[src/hw/rtl/jise_pkg.sv]
// ----------------------------------------------------------------------------
// jise_pkg
// Types, opcodes and helpers for the JVM integer-subset execute unit.
// ----------------------------------------------------------------------------
package jise_pkg;

  localparam int STACK_DEPTH_DEF = 64;
  localparam int NUM_LOCALS_DEF  = 16;

  // JVM opcode bytes handled by the unit
  localparam logic [7:0] OP_ICONST_M1    = 8'h02;
  localparam logic [7:0] OP_ICONST_5     = 8'h08;
  localparam logic [7:0] OP_BIPUSH       = 8'h10;
  localparam logic [7:0] OP_ILOAD_0      = 8'h1A;
  localparam logic [7:0] OP_ILOAD_3      = 8'h1D;
  localparam logic [7:0] OP_ISTORE_0     = 8'h3B;
  localparam logic [7:0] OP_ISTORE_3     = 8'h3E;
  localparam logic [7:0] OP_IADD         = 8'h60;
  localparam logic [7:0] OP_ISUB         = 8'h64;
  localparam logic [7:0] OP_IMUL         = 8'h68;
  localparam logic [7:0] OP_ISHL         = 8'h78;
  localparam logic [7:0] OP_ISHR         = 8'h7A;
  localparam logic [7:0] OP_IINC         = 8'h84;
  localparam logic [7:0] OP_IFEQ         = 8'h99;
  localparam logic [7:0] OP_IFLE         = 8'h9E;
  localparam logic [7:0] OP_IF_ICMPEQ    = 8'h9F;
  localparam logic [7:0] OP_IF_ICMPLE    = 8'hA4;
  localparam logic [7:0] OP_GOTO         = 8'hA7;
  localparam logic [7:0] OP_IRETURN      = 8'hAC;
  localparam logic [7:0] OP_RETURN       = 8'hB1;
  localparam logic [7:0] OP_INVOKEVIRTUAL = 8'hB6;

  localparam logic [4:0] SHIFT_MASK = 5'b11111;

  typedef enum logic [1:0] {
    ERR_NONE  = 2'd0,
    ERR_UNDER = 2'd1,
    ERR_OVER  = 2'd2,
    ERR_LOCAL = 2'd3
  } err_t;

  typedef enum logic [2:0] {
    COND_EQ = 3'd0,
    COND_NE = 3'd1,
    COND_LT = 3'd2,
    COND_GE = 3'd3,
    COND_GT = 3'd4,
    COND_LE = 3'd5
  } cond_t;

  // What the stack top registers do for one item
  typedef enum logic [2:0] {
    STK_NONE = 3'd0,
    STK_PUSH = 3'd1,
    STK_POP1 = 3'd2,
    STK_POP2 = 3'd3,
    STK_REPL = 3'd4   // pop two, push one
  } stk_act_t;

  typedef struct packed {
    logic [7:0]  op;
    logic [15:0] operand;
  } instr_t;

  typedef struct packed {
    logic               branch_taken;
    logic signed [15:0] branch_offset;
    logic               print_valid;
    logic signed [31:0] print_value;
    logic               halted;
    err_t               error;
  } result_t;

  typedef struct packed {
    logic has1;
    logic has2;
    logic full;
  } stk_stat_t;

  typedef struct packed {
    stk_act_t   act;
    logic       lwe;
    logic [7:0] lidx;
    logic       halt_set;
  } exec_ctl_t;

  // Local slot an item reads: iinc names it, iload_n encodes it in the opcode
  function automatic logic [7:0] lvar_index(input instr_t i);
    return (i.op == OP_IINC) ? i.operand[15:8] : 8'(i.op - OP_ILOAD_0);
  endfunction

  function automatic logic cond_holds(input cond_t c, input logic [31:0] a,
                                      input logic [31:0] b);
    logic lt;
    logic gt;
    lt = $signed(a) < $signed(b);
    gt = $signed(b) < $signed(a);
    case (c)
      COND_EQ: return a == b;
      COND_NE: return a != b;
      COND_LT: return lt;
      COND_GE: return !lt;
      COND_GT: return gt;
      default: return !gt;
    endcase
  endfunction

endpackage

[src/hw/rtl/jise_exec.sv]
// ----------------------------------------------------------------------------
// jise_exec
// Decode and execute of one instruction against the cached stack top.
// ----------------------------------------------------------------------------
module jise_exec #(
  parameter int NUM_LOCALS = jise_pkg::NUM_LOCALS_DEF
) (
  input  jise_pkg::instr_t    instr,
  input  logic                halt,
  input  jise_pkg::stk_stat_t stat,
  input  logic [31:0]         tos,
  input  logic [31:0]         nos,
  input  logic [31:0]         lvar,
  output jise_pkg::result_t   res,
  output jise_pkg::exec_ctl_t ctl,
  output logic [31:0]         value,
  output logic [31:0]         lwdata
);
  import jise_pkg::*;

  logic [7:0]  op;
  logic [31:0] imm8;
  logic [31:0] alu;
  logic [31:0] cmp_a;
  logic [31:0] cmp_b;
  logic [4:0]  shamt;
  logic        iinc_bad;
  logic        hit;
  cond_t       cond;

  assign op       = instr.op;
  assign imm8     = {{24{instr.operand[7]}}, instr.operand[7:0]};
  assign iinc_bad = {1'b0, instr.operand[15:8]} >= 9'(NUM_LOCALS);
  assign shamt    = tos[4:0] & SHIFT_MASK;

  always_comb begin
    case (op)
      OP_IADD: alu = nos + tos;
      OP_ISUB: alu = nos - tos;
      OP_IMUL: alu = nos * tos;
      OP_ISHL: alu = nos << shamt;
      default: alu = 32'($signed(nos) >>> shamt);
    endcase
  end

  // if<cond> tests top against zero, if_icmp<cond> tests next against top
  always_comb begin
    if (op < OP_IF_ICMPEQ) begin
      cond  = cond_t'(3'(op - OP_IFEQ));
      cmp_a = tos;
      cmp_b = '0;
    end else begin
      cond  = cond_t'(3'(op - OP_IF_ICMPEQ));
      cmp_a = nos;
      cmp_b = tos;
    end
    hit = cond_holds(cond, cmp_a, cmp_b);
  end

  always_comb begin
    res        = '0;
    ctl        = '0;
    value      = '0;
    lwdata     = '0;
    res.halted = halt;
    if (!halt) begin
      if (op >= OP_ICONST_M1 && op <= OP_ICONST_5) begin
        if (stat.full) begin
          res.error = ERR_OVER;
        end else begin
          ctl.act = STK_PUSH;
          value   = {24'b0, op} - 32'd3;
        end
      end else if (op == OP_BIPUSH) begin
        if (stat.full) begin
          res.error = ERR_OVER;
        end else begin
          ctl.act = STK_PUSH;
          value   = imm8;
        end
      end else if (op >= OP_ILOAD_0 && op <= OP_ILOAD_3) begin
        if (stat.full) begin
          res.error = ERR_OVER;
        end else begin
          ctl.act = STK_PUSH;
          value   = lvar;
        end
      end else if (op >= OP_ISTORE_0 && op <= OP_ISTORE_3) begin
        if (!stat.has1) begin
          res.error = ERR_UNDER;
        end else begin
          ctl.act  = STK_POP1;
          ctl.lwe  = 1'b1;
          ctl.lidx = 8'(op - OP_ISTORE_0);
          lwdata   = tos;
        end
      end else if (op == OP_IADD || op == OP_ISUB || op == OP_IMUL ||
                   op == OP_ISHL || op == OP_ISHR) begin
        if (!stat.has2) begin
          res.error = ERR_UNDER;
        end else begin
          ctl.act = STK_REPL;
          value   = alu;
        end
      end else if (op == OP_IINC) begin
        if (iinc_bad) begin
          res.error = ERR_LOCAL;
        end else begin
          ctl.lwe  = 1'b1;
          ctl.lidx = instr.operand[15:8];
          lwdata   = lvar + imm8;
        end
      end else if (op >= OP_IFEQ && op <= OP_IFLE) begin
        if (!stat.has1) begin
          res.error = ERR_UNDER;
        end else begin
          ctl.act = STK_POP1;
          if (hit) begin
            res.branch_taken  = 1'b1;
            res.branch_offset = instr.operand;
          end
        end
      end else if (op >= OP_IF_ICMPEQ && op <= OP_IF_ICMPLE) begin
        if (!stat.has2) begin
          res.error = ERR_UNDER;
        end else begin
          ctl.act = STK_POP2;
          if (hit) begin
            res.branch_taken  = 1'b1;
            res.branch_offset = instr.operand;
          end
        end
      end else if (op == OP_GOTO) begin
        res.branch_taken  = 1'b1;
        res.branch_offset = instr.operand;
      end else if (op == OP_IRETURN || op == OP_RETURN) begin
        ctl.halt_set = 1'b1;
        res.halted   = 1'b1;
      end else if (op == OP_INVOKEVIRTUAL) begin
        if (!stat.has1) begin
          res.error = ERR_UNDER;
        end else begin
          ctl.act         = STK_POP1;
          res.print_valid = 1'b1;
          res.print_value = tos;
        end
      end
    end
  end

endmodule

[config.mk]
export PLATFORM = sky130hd
export DESIGN_NAME = jise_exec
export DESIGN_NICKNAME = d
export VERILOG_FILES = /design/src/hw/rtl/jise_pkg.sv /design/src/hw/rtl/jise_exec.sv
export SDC_FILE = /design/constraint.sdc
export NUM_CORES = 2
export LEC_CHECK = 0
export CAP_MARGIN = 20
export CORE_ASPECT_RATIO = 1.1
export CORE_MARGIN = 4
export CORE_UTILIZATION = 60
export DETAILED_ROUTE_END_ITERATION = 6
export DONT_BUFFER_PORTS = 1
export PLACE_DENSITY = 0.83
export SYNTH_ARGS = -nofsm -noshare
export SYNTH_HDL_FRONTEND = slang
export SYNTH_SLANG_ARGS = --single-unit
[constraint.sdc]
create_clock -name vclk -period 11.46
set_clock_uncertainty 0.2 [all_clocks]
set_input_delay 0.573 -clock vclk [all_inputs]
set_output_delay 0.573 -clock vclk [all_outputs]
set_load 0.05 [all_outputs]
==> impl_metrics.env <==
export IMPL_cp_end_kind="output port"
export IMPL_holdWs_ns=1.13
export IMPL_synth_top_cell_area_share_pct=30.7
export IMPL_met3_length_um=10600
export IMPL_worstPathMaxFanout=111
export IMPL_initial_core_util_pct=61.2
export IMPL_place_ws_ns=2.85
export IMPL_dp_hpwl_um=65200
export IMPL_remaining_drc_errors=0
export IMPL_viasPerCell=6.60
export IMPL_io_pins=254
export IMPL_synth_area_leader_cell="fa_1"
export IMPL_fmax_mhz=114
export IMPL_antenna_found_initial=3
export IMPL_crit_buf_inv=4
export IMPL_nNetsFinal=3910
export IMPL_syn_avg_cell_area_um2=7.94
export IMPL_vias=24600
export IMPL_status="complete, no violations"
export IMPL_finalWeightedCongestion=1.07
export IMPL_cts_setup_buffers=0
export IMPL_crit_path_start="tos[4]"
export IMPL_die_area_um2=48000
export IMPL_drt_first_pass_iters=7
export IMPL_synth_area_um2=26700
export IMPL_cp_required_ns=10.69
export IMPL_fin_crit_sh_pct=76.6
export IMPL_dieWidth_um=209
export IMPL_ys_warn_count=0
export IMPL_drv_slew=0
export IMPL_seq_cell_count=0
export IMPL_port_buffer_count=0
export IMPL_syn_inst=3364
export IMPL_path_class="input pin to output port"
export IMPL_wl_per_cell_um=24.0
export IMPL_path_cells="and2_1 > fa_1 > inv_1 > fa_1 > fa_1 > fa_1 > inv_1 > fa_1 > inv_1 > fa_1 > inv_1 > fa_1 > fa_1 > ha_1 > a21o_1 > a21oi_1 > o21ai_0 > a31oi_1 > nand2_1 > o221ai_1 > o21ai_0 > a21oi_1 > o21ai_0 > a211oi_2"
export IMPL_period_needed_ns=8.78
export IMPL_cpMostUsedCell="fa_1"
export IMPL_grt_overflow_total=0
export IMPL_m1WireLength_um=31900
export IMPL_fin_ws_ns=2.68
export IMPL_drt_total_wl_um=89300
export IMPL_finalHoldViolations=0
export IMPL_tightest_slew_ns=1.23
export IMPL_rsz0062_at_grt="false"
export IMPL_seq_area_um2=0
export IMPL_synthToLayoutAreaGrowth_pct=0.253
export IMPL_fp_row_count=80
export IMPL_path_depth=24
export IMPL_die_h_um=229
export IMPL_grt_pass1_wl_um=140000
export IMPL_core_area_um2=43600
export IMPL_seq_area_frac_synth_pct=0
export IMPL_final_layout_size_suffix_gt1_share_pct=3.75
export IMPL_cpMaxStageDelayCell="a211oi_2"
export IMPL_cp_start_kind="input pin"
export IMPL_grt_max_degree=112
export IMPL_synth_area_leaders="fa_1, ha_1, and2_1"
export IMPL_maxCapViolCount=0
export IMPL_crit_family="adder cells"
export IMPL_wl_met2_um=40000
export IMPL_max_stage_delay_ns=0.94
export IMPL_routed_top_layer="met5"
export IMPL_setup_viol=0
export IMPL_cp_arrival_ns=8.01
export IMPL_ys_types=91
export IMPL_post_cts_resize_count=0
export IMPL_final_core_util_pct=61.3
export IMPL_hold_path_class="input pin to output port"
export IMPL_cp_endpoint="value[28]"
export IMPL_slew_headroom_pct=18.3
export IMPL_grt_usage_pct=36.4
export IMPL_first_global_vias=25000
export IMPL_ctsHoldBuffers=0
export IMPL_synth_most_common_cell="fa_1"
export IMPL_n_clock_buffer=0
export IMPL_antenna_left=0
export IMPL_fin_setup_tns_ns=0
export IMPL_fill_cells=3921
export IMPL_synth_common_cells="fa_1, inv_1, and2_1"
export IMPL_drtIter0Drc=2787
==> through the flow <==
step                area, µm²  cells
CTS                     26700   3718
detailed placement      26700   3718
global route            26800   3722
floorplan               26700   3365
global placement        26700   3716
finish                  26800   3723
==> layer usage <==
layer	up-vias	global-route usage, %
li1	10600	-
met1	11900	46.4
met2	1641	57.6
met3	426	7.95
met4	4	20.0
met5	-	0
==> how the worst min path moves through the flow <==
stage / slack (ns) / end / from / cells after the start
final: 1.13 / ctl[10] / halt / 1
after global routing: 1.13 / res[1] / halt / 1
after CTS: 1.13 / ctl[10] / halt / 1
after detailed placement: 1.13 / ctl[10] / halt / 1
after global placement: 1.13 / ctl[10] / halt / 1
after floorplan: 1.18 / res[40] / instr[4] / 2
==> logic make-up after synthesis <==
family,synth area share (%)
AND/OR/NAND/NOR,21.8
buffers and inverters,9.46
adder cells (fa/ha/maj),41.3
AO/OA/AOI/OAI,15.1
XOR/XNOR,5.25
multiplexers,7.04
other,0.0140
==> final cells by class <==
class | instances | area, µm² | share of cell area [%]
antenna | 1 | 2.50 | 0.00935
inverter | 411 | 1540 | 5.76
multi-input combinational | 2708 | 24200 | 90.6
tap | 574 | 718 | 2.68
timing repair buffer | 29 | 264 | 0.986
==> cells in the final DEF, fill, tap and decap left out, types with 16 or more instances in the layout <==
master / instances
nand4_1: 16
ha_1: 226
inv_1: 407
a21o_1: 33
nand2b_1: 22
nand2_1: 300
a21oi_1: 193
buf_4: 23
fa_1: 410
nand3_1: 30
o21ai_0: 116
xnor2_1: 107
a211oi_1: 27
and2_1: 406
nor3_1: 47
nor2_1: 237
xor2_1: 53
a22oi_1: 19
mux2i_1: 109
mux4_2: 32
o21a_1: 18
a221oi_1: 25
Power is left out: the tool's default activity adds up to more than one toggle a clock period on the data nets, which glitch-free logic cannot reach.
